<file path="src/hdl/leb_pkg.sv">
// Shared types and constants for the line edit buffer.
`default_nettype none
package leb_pkg;

  localparam int CHAR_W = 7;   // ASCII character width
  localparam int POS_W  = 7;   // reported cursor / length width
  localparam int OP_W   = 4;

  localparam logic [CHAR_W-1:0] NL_CHAR   = 7'h0A;
  localparam logic [CHAR_W-1:0] PRINT_MIN = 7'h20;
  localparam logic [CHAR_W-1:0] PRINT_MAX = 7'h7E;

  typedef enum logic [OP_W-1:0] {
    OP_CHAR      = 4'd0,
    OP_RIGHT     = 4'd1,
    OP_LEFT      = 4'd2,
    OP_BACKSPACE = 4'd3,
    OP_DELETE    = 4'd4,
    OP_HOME      = 4'd5,
    OP_END       = 4'd6,
    OP_NEWLINE   = 4'd7,
    OP_SUBMIT    = 4'd8,
    OP_NOP       = 4'd9
  } op_t;

  typedef enum logic [2:0] {
    ST_IDLE,
    ST_INS_MV,
    ST_INS_PUT,
    ST_DEL_MV,
    ST_SUB_OUT,
    ST_RESP
  } state_t;

endpackage
`default_nettype wire

</file>
<file path="src/hdl/leb_in_if.sv">
// Edit operation channel.
`default_nettype none
interface leb_in_if;
  logic                       valid;
  logic                       ready;
  logic [leb_pkg::OP_W-1:0]   op;
  logic [leb_pkg::CHAR_W-1:0] ch;

  modport source (output valid, output op, output ch, input ready);
  modport sink   (input valid, input op, input ch, output ready);
endinterface
`default_nettype wire

</file>
<file path="src/hdl/leb_out_if.sv">
// Result channel: status and submitted characters.
`default_nettype none
interface leb_out_if;
  logic                       valid;
  logic                       ready;
  logic                       kind;
  logic [leb_pkg::CHAR_W-1:0] out_char;
  logic [leb_pkg::POS_W-1:0]  cursor_pos;
  logic [leb_pkg::POS_W-1:0]  line_length;
  logic                       full_reject;
  logic                       empty_line;
  logic                       last;

  modport source (output valid, output kind, output out_char, output cursor_pos,
                  output line_length, output full_reject, output empty_line,
                  output last, input ready);
  modport sink   (input valid, input kind, input out_char, input cursor_pos,
                  input line_length, input full_reject, input empty_line,
                  input last, output ready);
endinterface
`default_nettype wire

</file>
<file path="src/hdl/leb_mem.sv">
// Line character store: one write port, one registered read port.
`default_nettype none
module leb_mem #(
  parameter int DEPTH = 64,
  parameter int AW    = 6
) (
  input  wire logic                       clk,
  input  wire logic                       wr_en,
  input  wire logic [AW-1:0]              wr_addr,
  input  wire logic [leb_pkg::CHAR_W-1:0] wr_data,
  input  wire logic                       rd_en,
  input  wire logic [AW-1:0]              rd_addr,
  output logic      [leb_pkg::CHAR_W-1:0] rd_data
);
  import leb_pkg::*;

  logic [CHAR_W-1:0] mem [DEPTH];

  always_ff @(posedge clk) begin
    if (wr_en) begin
      mem[wr_addr] <= wr_data;
    end
  end

  always_ff @(posedge clk) begin
    if (rd_en) begin
      rd_data <= mem[rd_addr];
    end
  end

endmodule
`default_nettype wire

</file>
<file path="src/hdl/line_edit_buffer.sv">
// Line edit buffer top level: cursor control, shift sequencer and result register.
//
// Holds up to LINE_DEPTH characters with an edit cursor; each accepted edit
// operation returns one status transfer, and submit returns the line one
// character per transfer (empty line: one status flagged empty_line). The
// block takes one operation at a time, driven by a sequencer around a single
// port-pair character RAM. Cursor moves, home, end, nop and rejected inserts
// only produce a status. Insert, delete and backspace shift the characters
// after the cursor, one RAM move per cycle. Submit sends the line one
// character per cycle while the sink takes them. A pending result waits in
// the output register without blocking the next op.
`default_nettype none
module line_edit_buffer #(
  parameter int LINE_DEPTH = 64
) (
  input wire logic clk,
  input wire logic rst_n,
  leb_in_if.sink   in_if,
  leb_out_if.source out_if
);
  import leb_pkg::*;

  localparam int AW = (LINE_DEPTH > 1) ? $clog2(LINE_DEPTH) : 1;
  localparam int CW = $clog2(LINE_DEPTH + 1);
  localparam logic [CW-1:0] DEPTH_C = CW'(LINE_DEPTH);
  localparam logic [CW-1:0] ONE     = CW'(1);
  localparam logic [CW-1:0] TWO     = CW'(2);

  state_t state_r, state_nxt;
  logic [CW-1:0] cursor_r, cursor_nxt;
  logic [CW-1:0] fill_r, fill_nxt;
  logic [CW-1:0] idx_r, idx_nxt;
  logic [CW-1:0] sub_n_r, sub_n_nxt;
  logic [CHAR_W-1:0] ins_ch_r, ins_ch_nxt;
  logic rej_r, rej_nxt;
  logic empty_r, empty_nxt;

  logic out_valid_r, out_valid_nxt;
  logic out_kind_r, out_kind_nxt;
  logic [CHAR_W-1:0] out_char_r, out_char_nxt;
  logic [POS_W-1:0] out_cur_r, out_cur_nxt;
  logic [POS_W-1:0] out_len_r, out_len_nxt;
  logic out_rej_r, out_rej_nxt;
  logic out_empty_r, out_empty_nxt;
  logic out_last_r, out_last_nxt;

  logic              wr_en, rd_en;
  logic [AW-1:0]     wr_addr, rd_addr;
  logic [CHAR_W-1:0] wr_data, rd_data;
  logic              slot_free, accept, printable, ins_req;
  logic [CW-1:0]     rm_pos;
  logic              rm_req;

  leb_mem #(.DEPTH(LINE_DEPTH), .AW(AW)) u_mem (
    .clk     (clk),
    .wr_en   (wr_en),
    .wr_addr (wr_addr),
    .wr_data (wr_data),
    .rd_en   (rd_en),
    .rd_addr (rd_addr),
    .rd_data (rd_data)
  );

  assign in_if.ready = (state_r == ST_IDLE);
  assign accept      = in_if.valid && in_if.ready;
  assign slot_free   = !out_valid_r || out_if.ready;
  assign printable   = (in_if.ch >= PRINT_MIN) && (in_if.ch <= PRINT_MAX);

  always_ff @(posedge clk) begin
    if (!rst_n) begin
      state_r     <= ST_IDLE;
      cursor_r    <= '0;
      fill_r      <= '0;
      out_valid_r <= 1'b0;
    end else begin
      state_r     <= state_nxt;
      cursor_r    <= cursor_nxt;
      fill_r      <= fill_nxt;
      out_valid_r <= out_valid_nxt;
    end
  end

  always_ff @(posedge clk) begin
    idx_r       <= idx_nxt;
    sub_n_r     <= sub_n_nxt;
    ins_ch_r    <= ins_ch_nxt;
    rej_r       <= rej_nxt;
    empty_r     <= empty_nxt;
    out_kind_r  <= out_kind_nxt;
    out_char_r  <= out_char_nxt;
    out_cur_r   <= out_cur_nxt;
    out_len_r   <= out_len_nxt;
    out_rej_r   <= out_rej_nxt;
    out_empty_r <= out_empty_nxt;
    out_last_r  <= out_last_nxt;
  end

  always_comb begin
    state_nxt     = state_r;
    cursor_nxt    = cursor_r;
    fill_nxt      = fill_r;
    idx_nxt       = idx_r;
    sub_n_nxt     = sub_n_r;
    ins_ch_nxt    = ins_ch_r;
    rej_nxt       = rej_r;
    empty_nxt     = empty_r;
    out_valid_nxt = out_valid_r && !out_if.ready;
    out_kind_nxt  = out_kind_r;
    out_char_nxt  = out_char_r;
    out_cur_nxt   = out_cur_r;
    out_len_nxt   = out_len_r;
    out_rej_nxt   = out_rej_r;
    out_empty_nxt = out_empty_r;
    out_last_nxt  = out_last_r;
    wr_en         = 1'b0;
    wr_addr       = '0;
    wr_data       = '0;
    rd_en         = 1'b0;
    rd_addr       = '0;
    ins_req       = 1'b0;
    rm_req        = 1'b0;
    rm_pos        = cursor_r;

    unique case (state_r)
      ST_IDLE: begin
        if (accept) begin
          rej_nxt    = 1'b0;
          empty_nxt  = 1'b0;
          state_nxt  = ST_RESP;
          ins_ch_nxt = (in_if.op == OP_NEWLINE) ? NL_CHAR : in_if.ch;
          case (in_if.op)
            OP_CHAR:      ins_req = printable;
            OP_NEWLINE:   ins_req = 1'b1;
            OP_RIGHT:     if (cursor_r < fill_r) cursor_nxt = cursor_r + ONE;
            OP_LEFT:      if (cursor_r != '0) cursor_nxt = cursor_r - ONE;
            OP_HOME:      cursor_nxt = '0;
            OP_END:       cursor_nxt = fill_r;
            OP_BACKSPACE: begin
              if (fill_r != '0 && cursor_r != '0) begin
                cursor_nxt = cursor_r - ONE;
                rm_pos     = cursor_r - ONE;
                rm_req     = 1'b1;
              end
            end
            OP_DELETE: begin
              if (fill_r > cursor_r) begin
                rm_req = 1'b1;
              end
            end
            OP_SUBMIT: begin
              if (fill_r == '0) begin
                empty_nxt = 1'b1;
              end else begin
                sub_n_nxt  = fill_r;
                cursor_nxt = '0;
                fill_nxt   = '0;
                idx_nxt    = '0;
                rd_en      = 1'b1;
                rd_addr    = '0;
                state_nxt  = ST_SUB_OUT;
              end
            end
            default: ;
          endcase

          if (ins_req) begin
            if (fill_r == DEPTH_C) begin
              rej_nxt = 1'b1;
            end else if (cursor_r == fill_r) begin
              state_nxt = ST_INS_PUT;
            end else begin
              // shift the tail up, starting from the last character
              rd_en     = 1'b1;
              rd_addr   = AW'(fill_r - ONE);
              idx_nxt   = fill_r;
              state_nxt = ST_INS_MV;
            end
          end

          if (rm_req) begin
            if (rm_pos + ONE < fill_r) begin
              rd_en     = 1'b1;
              rd_addr   = AW'(rm_pos + ONE);
              idx_nxt   = rm_pos;
              state_nxt = ST_DEL_MV;
            end else begin
              fill_nxt = fill_r - ONE;
            end
          end
        end
      end

      ST_INS_MV: begin
        wr_en   = 1'b1;
        wr_addr = AW'(idx_r);
        wr_data = rd_data;
        if (idx_r - ONE > cursor_r) begin
          rd_en   = 1'b1;
          rd_addr = AW'(idx_r - TWO);
          idx_nxt = idx_r - ONE;
        end else begin
          state_nxt = ST_INS_PUT;
        end
      end

      ST_INS_PUT: begin
        wr_en      = 1'b1;
        wr_addr    = AW'(cursor_r);
        wr_data    = ins_ch_r;
        cursor_nxt = cursor_r + ONE;
        fill_nxt   = fill_r + ONE;
        state_nxt  = ST_RESP;
      end

      ST_DEL_MV: begin
        wr_en   = 1'b1;
        wr_addr = AW'(idx_r);
        wr_data = rd_data;
        if (idx_r + TWO < fill_r) begin
          rd_en   = 1'b1;
          rd_addr = AW'(idx_r + TWO);
          idx_nxt = idx_r + ONE;
        end else begin
          fill_nxt  = fill_r - ONE;
          state_nxt = ST_RESP;
        end
      end

      ST_SUB_OUT: begin
        // rd_data holds character idx_r until it is loaded
        if (slot_free) begin
          out_valid_nxt = 1'b1;
          out_kind_nxt  = 1'b1;
          out_char_nxt  = rd_data;
          out_cur_nxt   = '0;
          out_len_nxt   = '0;
          out_rej_nxt   = 1'b0;
          out_empty_nxt = 1'b0;
          out_last_nxt  = (idx_r + ONE == sub_n_r);
          if (idx_r + ONE == sub_n_r) begin
            state_nxt = ST_IDLE;
          end else begin
            rd_en   = 1'b1;
            rd_addr = AW'(idx_r + ONE);
            idx_nxt = idx_r + ONE;
          end
        end
      end

      ST_RESP: begin
        if (slot_free) begin
          out_valid_nxt = 1'b1;
          out_kind_nxt  = 1'b0;
          out_char_nxt  = '0;
          out_cur_nxt   = POS_W'(cursor_r);
          out_len_nxt   = POS_W'(fill_r);
          out_rej_nxt   = rej_r;
          out_empty_nxt = empty_r;
          out_last_nxt  = 1'b1;
          state_nxt     = ST_IDLE;
        end
      end

      default: state_nxt = ST_IDLE;
    endcase
  end

  assign out_if.valid       = out_valid_r;
  assign out_if.kind        = out_kind_r;
  assign out_if.out_char    = out_char_r;
  assign out_if.cursor_pos  = out_cur_r;
  assign out_if.line_length = out_len_r;
  assign out_if.full_reject = out_rej_r;
  assign out_if.empty_line  = out_empty_r;
  assign out_if.last        = out_last_r;

endmodule
`default_nettype wire

</file>
<file path="src/flat_wrapper.sv">
// flat-port wrapper written by rule: the top's interface ports become plain ports
module line_edit_buffer_flat import leb_pkg::*;
#(
  parameter int LINE_DEPTH = 64
)
  (clk, rst_n, in_if_valid, in_if_op, in_if_ch, in_if_ready, out_if_valid, out_if_kind, out_if_out_char, out_if_cursor_pos, out_if_line_length, out_if_full_reject, out_if_empty_line, out_if_last, out_if_ready);
  leb_in_if in_if_i ();
  leb_out_if out_if_i ();
  input wire logic clk;
  input wire logic rst_n;
  input wire logic [$bits(in_if_i.valid)-1:0] in_if_valid;
  input wire logic [$bits(in_if_i.op)-1:0] in_if_op;
  input wire logic [$bits(in_if_i.ch)-1:0] in_if_ch;
  output wire logic [$bits(in_if_i.ready)-1:0] in_if_ready;
  output wire logic [$bits(out_if_i.valid)-1:0] out_if_valid;
  output wire logic [$bits(out_if_i.kind)-1:0] out_if_kind;
  output wire logic [$bits(out_if_i.out_char)-1:0] out_if_out_char;
  output wire logic [$bits(out_if_i.cursor_pos)-1:0] out_if_cursor_pos;
  output wire logic [$bits(out_if_i.line_length)-1:0] out_if_line_length;
  output wire logic [$bits(out_if_i.full_reject)-1:0] out_if_full_reject;
  output wire logic [$bits(out_if_i.empty_line)-1:0] out_if_empty_line;
  output wire logic [$bits(out_if_i.last)-1:0] out_if_last;
  input wire logic [$bits(out_if_i.ready)-1:0] out_if_ready;
  assign in_if_i.valid = in_if_valid;
  assign in_if_i.op = in_if_op;
  assign in_if_i.ch = in_if_ch;
  assign in_if_ready = in_if_i.ready;
  assign out_if_valid = out_if_i.valid;
  assign out_if_kind = out_if_i.kind;
  assign out_if_out_char = out_if_i.out_char;
  assign out_if_cursor_pos = out_if_i.cursor_pos;
  assign out_if_line_length = out_if_i.line_length;
  assign out_if_full_reject = out_if_i.full_reject;
  assign out_if_empty_line = out_if_i.empty_line;
  assign out_if_last = out_if_i.last;
  assign out_if_i.ready = out_if_ready;
  line_edit_buffer #(.LINE_DEPTH(LINE_DEPTH)) u_core (.clk(clk), .rst_n(rst_n), .in_if(in_if_i), .out_if(out_if_i));
endmodule
</file>
<file path="config.mk">
export PLATFORM = sky130hd
export DESIGN_NAME = line_edit_buffer_flat
export DESIGN_NICKNAME = d
export VERILOG_FILES = /design/src/hdl/leb_pkg.sv /design/src/hdl/leb_in_if.sv /design/src/hdl/leb_out_if.sv /design/src/hdl/leb_mem.sv /design/src/hdl/line_edit_buffer.sv /design/src/flat_wrapper.sv
export SDC_FILE = /design/constraint.sdc
export NUM_CORES = 1
export LEC_CHECK = 0
export BUFFER_PORTS_ARGS = -buffer_cell sky130_fd_sc_hd__buf_2
export CORE_MARGIN = 1
export CORE_UTILIZATION = 41
export DETAILED_ROUTE_END_ITERATION = 16
export PLACE_DENSITY_LB_ADDON = 0.3
export SETUP_SLACK_MARGIN = 0.2
export SLEW_MARGIN = 0
export SYNTH_ARGS = -nofsm -noshare
export SYNTH_HDL_FRONTEND = slang
export SYNTH_SLANG_ARGS = --single-unit
export TNS_END_PERCENT = 5
</file>
<file path="constraint.sdc">
create_clock -name clk -period 11.99 [get_ports clk]
set_clock_uncertainty 0.15 [all_clocks]
set_input_delay 1.199 -clock clk [delete_from_list [all_inputs] [get_ports clk]]
set_output_delay 1.199 -clock clk [all_outputs]
set_load 0.1 [all_outputs]
</file>
==> results of run 1 <==
## per-layer routing
metal / vias up / part of all wire, %
li1: 7509 / -
met1: 8251 / 42
met2: 823 / 47
met3: 120 / 8.1
met4: 0 / 2.8
met5: - / 0
## sequential cells by signal, summed over array words and instances, names as in the netlist
register,flops
u_core.empty_r,1
u_core.rej_r,1
u_core.out_if.cursor_pos,7
u_core.out_if.out_char,7
u_core.u_mem.mem,448
u_core.out_if.empty_line,1
u_core.out_if.full_reject,1
u_core.fill_r,7
u_core.out_if.last,1
u_core.cursor_r,7
u_core.out_if.kind,1
u_core.state_r,3
u_core.out_if.line_length,7
u_core.u_mem.rd_data,7
u_core.out_if.valid,1
u_core.sub_n_r,7
u_core.idx_r,7
u_core.ins_ch_r,7
## power by group through the flow
| stage | clock network, mW | registers (mW) | logic (mW) |
|---|---|---|---|
| floorplan | 0 | 2.57 | 1.82 |
| global placement | 0 | 2.48 | 2.75 |
| detailed placement | 0 | 2.48 | 2.79 |
| CTS | 1.71 | 2.44 | 2.80 |
| global route | 1.78 | 2.46 | 3.03 |
| finish | 1.69 | 2.45 | 2.83 |
## per-stage QoR
step | instances | setup WS [ns] | area (um^2)
3_3_place_gp | 2726 | 3.37 | 24800
5_1_grt | 2820 | 3.00 | 26600
4_1_cts | 2820 | 3.68 | 26600
3_5_place_dp | 2726 | 3.25 | 24800
6_report | 2820 | 3.65 | 26600
2_1_floorplan | 2015 | 5.81 | 24000
## critical path, stage by stage, from the launching register on
cell       delay, ns
dfxtp_1         0.44
inv_1           0.25
ha_1            0.18
or4b_1          0.44
or3_1           0.48
nand3_2         0.28
nand2_1         0.08
o21ai_0         0.15
ha_1            0.37
inv_1           0.07
a21oi_1         0.13
nand3_1         0.14
inv_1           0.08
ha_1            0.24
a21oi_1         0.15
o21ai_0         0.15
a2111oi_0       0.71
a21oi_1         0.16
a21oi_2         0.81
a31o_4          0.56
buf_4           0.74
mux2i_1         0.26
nor3_1          0.06
a211oi_1        0.42
nand4_1         0.27
nor4b_1         0.21
## cells in the final DEF (no fill, tap or decap), types with 9 or more instances in the layout
cell       Yosys  final
a2111oi_0     18     18
a211oi_1      10     10
a21boi_0      12     12
a21oi_1       79     79
a221oi_1      11     11
a22o_1        22     15
a22oi_1       27     27
a311oi_1      12     12
a31oi_1       13     12
a32oi_1       15     15
and2_1        15     15
and3_1        22     22
buf_2         43     41
buf_4          9     29
clkbuf_16      0     52
clkinv_1       3     12
dfxtp_1       18     18
edfxtp_1     503    503
ha_1          38     38
inv_1         29     29
mux2i_1       64     64
nand2_1      398    398
nand2b_1       9      9
nand3_1      159    159
nand4_1       38     38
nor2_1       146    145
nor2b_1       14     14
nor3_1        27     27
o211ai_1       9      9
o21ai_0       38     38
or3_1          9      9
xnor2_1       27     27
xor2_1        11     11
## worst paths after layout
| check | from | to | slack, ns |
|---|---|---|---|
| setup / recovery | u_core.fill_r[0] | u_core.u_mem.rd_data[0] | 3.65 |
| hold / removal | u_core.state_r[2] | u_core.state_r[2] | 0.43 |
| setup reg to reg | u_core.fill_r[0] | u_core.u_mem.rd_data[0] | 3.65 |
| hold reg to reg | u_core.state_r[2] | u_core.state_r[2] | 0.43 |
## layout make-up
class	count	area, um^2	area share (%)
clock buffers	57	1320	4.97
flip-flops and latches	521	15500	58.2
well taps	765	957	3.60
inverters	32	120	0.452
clock inverters	37	445	1.68
multi-input cells	1338	7850	29.5
repair buffers	70	423	1.59
## cells by family (layout without fill, tap and decap cells)
| group | Yosys count | count (layout) | synth area share (%) |
|---|---|---|---|
| compound gates | 317 | 317 | 9.36 |
| xor+xnor | 44 | 44 | 1.97 |
| fa+ha+maj | 38 | 38 | 1.98 |
| buf+inv | 156 | 196 | 3.00 |
| flops | 521 | 521 | 64.6 |
| mux | 65 | 65 | 2.72 |
| simple gates | 874 | 874 | 16.4 |
==> impl_metrics.ini, run 1 <==
[yosys]
yosysMostFrequentCell = edfxtp_1
yosys.area.top_type_share_pct = 63.0
synthTopCellsByCount = edfxtp_1 (503), nand2_1 (398), nand3_1 (159)
synth_fp_nets = 2068
yosys-top-cells-area = edfxtp_1 (63%), nand2_1 (6.2%), nand3_1 (3.3%)
ys_types = 73
yosys_most_used_dff = edfxtp_1
avgSynthCellArea_um2 = 11.9
synth_edf_count = 503
synth_cells = 2015
ys_warn_count = 0
synth_area_mm2 = 0.0240
async_reset_ff_share_pct = 0
synth_seq_cells = 521
yosys.area.top_type = edfxtp_1
synth_seq_area_share_pct = 64.6

[detailed_routing]
ant_nets = 0
drt_first_pass_iters = 6
wl_um = 66600
vias_per_cell = 5.92
vias = 16700
avgRoutedWirePerCell_um = 23.6
drt_iter0_drc = 2108
drc = 0

[floorplan]
dieArea_mm2 = 0.0594
initial_utilization_pct = 41.5
die_x_um = 244
die_h_um = 244
boundaryPins = 42
rows = 88
core_area_mm2 = 0.0577

[global_route]
antenna_found_initial = 0
grt_max_degree = 68
grt_pass1_vias = 15700
gr-usage-met3_pct = 3.57
gr-usage-met1_pct = 31.1
globalRouteMet2Util_pct = 35.4
gr-usage-all-layers_pct = 22.2
grt_pass1_wl_um = 100000
top_usage_layer = met2
grt_overflow = 0

[pwr]
p_clk_share_pct = 24.3
power.net_switching_mw = 2.89
max-vdd-ir-drop_uv = 243
share_seq_of_total_power_pct = 35.1
power_frac_comb_pct = 40.6
p_total_mw = 6.97
leakage_nw = 9.04
p_per_area_mw_per_mm2 = 262
intPower_mw = 4.08
swShare_pct = 41.5

[setup_path]
crit_arrival_ns = 8.54
endpoint_kind = flip-flop
required_ns = 12.19
r2r_cells = 25
path_class = flip-flop to flip-flop
startpoint_type = flip-flop
path_max_fanout = 67

[clock_network]
cts_tree = done
cts_buffers = 52
post_cts_buffers = 0
clkLatencyLatePin_ns = 0.63
cts_buffer_depth = 3
cts.htree.levels = 2
root_buffer = clkbuf_16
clk_pin_slew_ns = 0.07
post_cts_resized = 0
clock-sinks = 521
hold_buffers = 0

[timing]
rsz0062_at_grt = no
setup_violations = 0
finalSetupTns_ns = 0
fin_crit_sh_pct = 69.6
drv_slew = 0
fmax_ghz = 0.120
worst_pin_slew_ns = 1.38
hold_viol = 0
max_slew_margin_pct = 7.92
min_period_ns = 8.34
hold_ws_ns = 0.428

[final_layout]
final_core_util_pct = 46.1
syn_to_final_growth_pct = 11.0
num-nets-final = 2068
drive_gt1_share_pct = 8.91
n_fill_cell = 5153
diodes = 0

[placed_design]
gp_congestion = 0.915
numPortBuffers = 41
place_hpwl_um = 42300

[flow_run]
drv_cap = 0

[status]
status = finished clean

[hold_path]
holdPathStages = 2
worstHoldPathType = flip-flop to flip-flop
(Power assumes the default switching activity.)
==> run 2, diff against run 1 <==
--- a/config.mk
+++ b/config.mk
@@ -5,6 +5,7 @@
 export SDC_FILE = /design/constraint.sdc
 export NUM_CORES = 1
 export LEC_CHECK = 0
+export ABC_AREA = 1
 export BUFFER_PORTS_ARGS = -buffer_cell sky130_fd_sc_hd__buf_2
 export CORE_MARGIN = 1
 export CORE_UTILIZATION = 41
==> constraint.sdc (replaced) <==
create_clock -name clk -period 7.6 [get_ports clk]
set_clock_uncertainty 0.15 [all_clocks]
set_input_delay 0.76 -clock clk [delete_from_list [all_inputs] [get_ports clk]]
set_output_delay 0.76 -clock clk [all_outputs]
set_load 0.1 [all_outputs]
==> run 2 against run 1 <==
Via count increased by 11%. Wire length increased by 6.6%. Synthesized cell count increased by 26%. Cell count increased by 21%. Final area increased by 5.9%. Area after synthesis increased by 6.4%. Utilization decreased by 0.39 points. Critical path depth increased by 5. Hold slack got worse by 0.13 ns. Clock-buffer cell count increased by 9. Largest power group unchanged. Highest routed layer unchanged.
==> impl_metrics.ini, run 2 <==
[hold_path]
worstHoldPathType = input pin to flip-flop

[detailed_routing]
vias_per_cell = 5.45
drt_iter0_drc = 2009
vias = 18600
drc = 0
avgRoutedWirePerCell_um = 20.9
drt_first_pass_iters = 8
wl_um = 71100
ant_nets = 0

[yosys]
yosysMostFrequentCell = nand3_1
async_reset_ff_share_pct = 0
yosys_most_used_dff = edfxtp_1
synth_edf_count = 503
ys_types = 49
synth_cells = 2534
synth_fp_nets = 2587
yosys.area.top_type_share_pct = 59.3
synthTopCellsByCount = nand3_1 (510), edfxtp_1 (503), inv_1 (390), nand2_1 (390), nand3b_1 (154)
avgSynthCellArea_um2 = 10.1
synth_seq_cells = 521
yosys-top-cells-area = edfxtp_1 (59%), nand3_1 (10%), inv_1 (5.7%)
ys_warn_count = 0
yosys.area.top_type = edfxtp_1
synth_seq_area_share_pct = 60.7
synth_area_mm2 = 0.0255

[setup_path]
crit_arrival_ns = 7.01
ff2ff_setup_slack_ns = 0.81
critPathMaxStageDelay_ns = 0.56
crit_top_cell = nand3_1
path_max_fanout = 44
endpoint_kind = flip-flop
cp_slowest_cell = clkinv_2
required_ns = 7.82
startpoint_type = flip-flop
path_class = flip-flop to flip-flop

[floorplan]
rows = 91
dieArea_mm2 = 0.0632
boundaryPins = 42
die_h_um = 251
core_area_mm2 = 0.0616
die_x_um = 251
initial_utilization_pct = 41.4

[clock_network]
cts_tree = done
clock-sinks = 521
hold_buffers = 0
clk_pin_slew_ns = 0.06
post_cts_resized = 0
cts_buffers = 54
clkLatencyLatePin_ns = 0.64
root_buffer = clkbuf_16
post_cts_buffers = 0
cts_buffer_depth = 3
cts.htree.levels = 2

[final_layout]
largest_register_ffs = 448
syn_to_final_growth_pct = 10.4
n_fill_cell = 5713
diodes = 0
regMostFlops = u_core.u_mem.mem
final-instance-count-excl-fill = 3406
final_core_util_pct = 45.7
drive_gt1_share_pct = 7.43
final_area_mm2 = 0.0281
final_common_cell = nand3_1
num-nets-final = 2579
layout_common_cells = nand3_1 (510), edfxtp_1 (503), inv_1 (390), nand2_1 (390), nand3b_1 (154)

[global_route]
gr-usage-all-layers_pct = 22.4
grt_pass1_wl_um = 109000
grt_max_degree = 197
grt_overflow = 0
antenna_found_initial = 0
grt_pass1_vias = 17800

[timing]
worst_pin_slew_ns = 1.34
hold_ws_ns = 0.294
drv_slew = 0
fin_crit_sh_pct = 89.4
setup_violations = 0
finalSetupTns_ns = 0
fmax_ghz = 0.147
max_slew_margin_pct = 10.1
hold_viol = 0
timing.final.ws_setup_ns = 0.806
min_period_ns = 6.79
rsz0062_at_grt = no

[pwr]
max-vdd-ir-drop_uv = 344
p_per_area_mw_per_mm2 = 476
p_total_mw = 13.4
leakage_nw = 11.1

[status]
status = finished clean

[flow_run]
drv_cap = 0

[placed_design]
numPortBuffers = 41
place_hpwl_um = 43100
gp_congestion = 0.946
post-place-cells = 3307
dpl_cell_area_mm2 = 0.0263
dpl_worst_slack_ns = 0.695
## run 2: cell count changes after synthesis, sizes merged, moves of 18 or more
cell    before  now
a22oi       27    0
xnor2       29    9
a21oi       81   40
nor3        27    8
mux2i       64    0
inv         29  404
nand3b       1  154
nand3      160  513
buf         75   96
nand4       39   10
and3        22    0
xor2        11   29
## run 2: cell type report
class / instances / area [um^2] / area share, %
Sequential cell: 521 / 15500 / 55.0
Clock inverter: 33 / 405 / 1.44
Inverter: 407 / 1530 / 5.44
Multi-Input combinational cell: 1475 / 7840 / 27.9
Timing Repair Buffer: 67 / 450 / 1.60
Tap cell: 837 / 1050 / 3.72
Clock buffer: 66 / 1400 / 4.96
## run 2: final timing paths
path                           start                      end  depth (start not counted)
setup / recovery  u_core.cursor_r[0]  u_core.u_mem.rd_data[3]                         30
hold / removal           in_if_ch[3]       u_core.ins_ch_r[3]                          2
setup reg to reg  u_core.cursor_r[0]  u_core.u_mem.rd_data[3]                         30
hold reg to reg    u_core.state_r[0]        u_core.state_r[0]                          2
## run 2: power breakdown
group	total (mW)	internal (mW)	switching, mW
clock	2.71	1.56	1.15
combinational	6.72	1.80	4.92
sequential	3.96	3.75	0.207
total	13.4	7.11	6.28
## run 2: logic make-up after synthesis
group / synth area share [%]
flops: 60.7
buf+inv: 8.67
compound gates: 3.81
xor+xnor: 1.31
simple gates: 23.7
fa+ha+maj: 1.87
## run 2: critical path, delay by kind of cell, from the launching register on
family                     cells  cell delay, ns
adders and majority gates      3            0.78
DFF                            1            0.55
and+or+nand+nor               16            2.05
buffers and inverters          6            1.72
AOI/OAI and AO/OA              4            1.02
xor gates and xnor gates       1            0.24
## run 2: routing by layer
metal | routed length, um | track usage, % | share of wire [%]
met2 | 32100 | 34.5 | 45
met1 | 31300 | 32.2 | 44
met3 | 5870 | 4.38 | 8.3
met4 | 1800 | 6.38 | 2.5
met5 | 0 | 0 | 0
==> run 3, diff against run 2 <==
--- a/config.mk
+++ b/config.mk
@@ -5,7 +5,6 @@
 export SDC_FILE = /design/constraint.sdc
 export NUM_CORES = 1
 export LEC_CHECK = 0
-export ABC_AREA = 1
 export BUFFER_PORTS_ARGS = -buffer_cell sky130_fd_sc_hd__buf_2
 export CORE_MARGIN = 1
 export CORE_UTILIZATION = 41
==> constraint.sdc (replaced) <==
create_clock -name clk -period 7.8 [get_ports clk]
set_clock_uncertainty 0.15 [all_clocks]
set_input_delay 0.78 -clock clk [delete_from_list [all_inputs] [get_ports clk]]
set_output_delay 0.78 -clock clk [all_outputs]
set_load 0.1 [all_outputs]
==> run 3 against run 2 <==
Wire length decreased by 5.7%. Clock-buffer cell count decreased by 9. Final area decreased by 4.9%. Sequential share of layout area increased by 2.8 points. Setup slack got worse by 0.16 ns. Cell count decreased by 17%. Register-to-register slack got worse by 0.16 ns. Clock power decreased by 6%.
==> impl_metrics.ini, run 3 (synthesis results as in run 1) <==
[status]
status = finished clean

[detailed_routing]
vias = 16600
wl_met1_um = 28100
wl_um = 67000
dr_wl_met3_um = 5730
drt_iter0_drc = 1863
top_layer = met4
drt_first_pass_iters = 6
ant_nets = 0
drc = 0
wl_met2_um = 30700
vias_per_cell = 5.87
avgRoutedWirePerCell_um = 23.6

[clock_network]
clkLatencyLatePin_ns = 0.64
cts_buffers = 52
post_cts_buffers = 0
cts_tree = done
hold_buffers = 0
post_cts_resized = 0
root_buffer = clkbuf_16
clock-sinks = 521
cts_buffer_depth = 3
cts.htree.levels = 2
clk_pin_slew_ns = 0.07

[placed_design]
gp_congestion = 0.963
numPortBuffers = 41
place_hpwl_um = 42700

[timing]
min_period_ns = 7.15
setup_violations = 0
hold_viol = 0
rsz0062_at_grt = no
drv_slew = 0
finalSetupTns_ns = 0
worst_pin_slew_ns = 1.34
hold_ws_ns = 0.313
fmax_ghz = 0.140
fin_crit_sh_pct = 91.7
max_slew_margin_pct = 9.96

[floorplan]
core_area_mm2 = 0.0577
boundaryPins = 42
die_h_um = 244
die_x_um = 244
initial_utilization_pct = 41.5
rows = 88
dieArea_mm2 = 0.0594

[setup_path]
ff2ff_setup_slack_ns = 0.65
crit_top_cell = ha_1
required_ns = 8.08
cp-endpoint = u_core.u_mem.rd_data[2]
critPathMaxStageDelay_ns = 0.65
critPathLaunch = u_core.fill_r[0]
endpoint_kind = flip-flop
r2r_cells = 24
cp_slowest_cell = a2111oi_0
path_max_fanout = 39
crit_chain = inv_1, ha_1, or4b_1, or3_1, nand3_2, nand2_1, o21ai_0, ha_1, nand2b_1, nor2_1, xnor2_1, ha_1, a21oi_1, o21ai_0, a2111oi_2, a21oi_1, a21oi_4, a31oi_4, buf_4, and3_1, a2111oi_0, a31oi_1, and3_1, nor4b_1
r2r-end = u_core.u_mem.rd_data[2]
path_class = flip-flop to flip-flop
crit_arrival_ns = 7.43
reg2reg_from = u_core.fill_r[0]
startpoint_type = flip-flop

[final_layout]
layout_common_cells = edfxtp_1 (503), nand2_1 (398), nand3_1 (159)
regMostFlops = u_core.u_mem.mem
final_common_cell = edfxtp_1
n_fill_cell = 5159
syn_to_final_growth_pct = 11.7
diodes = 0
largest_register_ffs = 448
num-nets-final = 2084
drive_gt1_share_pct = 9.50

[global_route]
grt_overflow = 0
antenna_found_initial = 0
grt_max_degree = 99
grt_pass1_wl_um = 101000
gr-usage-all-layers_pct = 22.5
grt_pass1_vias = 15700

[flow_run]
drv_cap = 0

[pwr]
p_per_area_mw_per_mm2 = 403
leakage_nw = 9.14
max-vdd-ir-drop_uv = 316

[hold_path]
worstHoldPathType = input pin to flip-flop
==> run 3: cell count changes in the layout (fill, tap and decap cells not counted), sizes merged, moves of 22 or more <==
cell    before  now
nand4       10   39
and3         0   22
nand3b     154    1
mux2i        0   64
nand3      513  160
a21oi       40   81
a22oi        0   27
inv        405   32
==> run 3: worst min path at each step <==
stage | start | end | cells after the start
2_1_floorplan | u_core.fill_r[4] | u_core.sub_n_r[4] | 0
3_3_place_gp | u_core.rej_r | u_core.out_if.full_reject | 1
3_5_place_dp | u_core.rej_r | u_core.out_if.full_reject | 1
4_1_cts | in_if_ch[3] | u_core.ins_ch_r[3] | 2
5_1_grt | in_if_ch[3] | u_core.ins_ch_r[3] | 2
6_report | in_if_ch[3] | u_core.ins_ch_r[3] | 2
==> run 3: critical path: cells and delay by family (launching register included) <==
kind,cells,cell delay [ns]
XOR/XNOR,1,0.14
adder cells (fa/ha/maj),3,0.83
buffers and inverters,2,0.58
AO/OA/AOI/OAI,9,2.56
flip-flops,1,0.31
AND/OR/NAND/NOR,9,2.38
==> run 3: report_power, final <==
| part | internal (mW) | leakage (nW) | switching, mW |
|---|---|---|---|
| clock network | 1.46 | 0.841 | 1.09 |
| logic | 1.30 | 3.50 | 3.19 |
| registers | 3.56 | 4.80 | 0.178 |
==> run 3: stage by stage <==
stage	cell area (um^2)	worst slack (ns)	cells	util, %	power (mW)
floorplan	24000	1.83	2015	-	6.75
global placement	25000	0.222	2742	43.3	8.13
detailed placement	25000	0.0404	2742	43.3	8.19
CTS	26700	0.306	2838	46.3	10.7
global route	26800	0.208	2838	46.4	11.2
finish	26800	0.646	2838	46.4	10.8
==> run 3: final cells by class <==
type | instances | area, um^2 | area share [%]
Clock buffer | 57 | 1320 | 4.93
Clock inverter | 39 | 414 | 1.55
Inverter | 32 | 120 | 0.449
Multi-Input combinational cell | 1338 | 7860 | 29.4
Sequential cell | 521 | 15500 | 57.8
Tap cell | 765 | 957 | 3.58
Timing Repair Buffer | 86 | 618 | 2.31
==> run 3: layer usage <==
metal | vias to the layer above | GRT usage [%]
li1 | 7547 | -
met3 | 143 | 4.29
met2 | 789 | 35.1
met5 | - | 0
met1 | 8168 | 31.0
met4 | 0 | 8.40
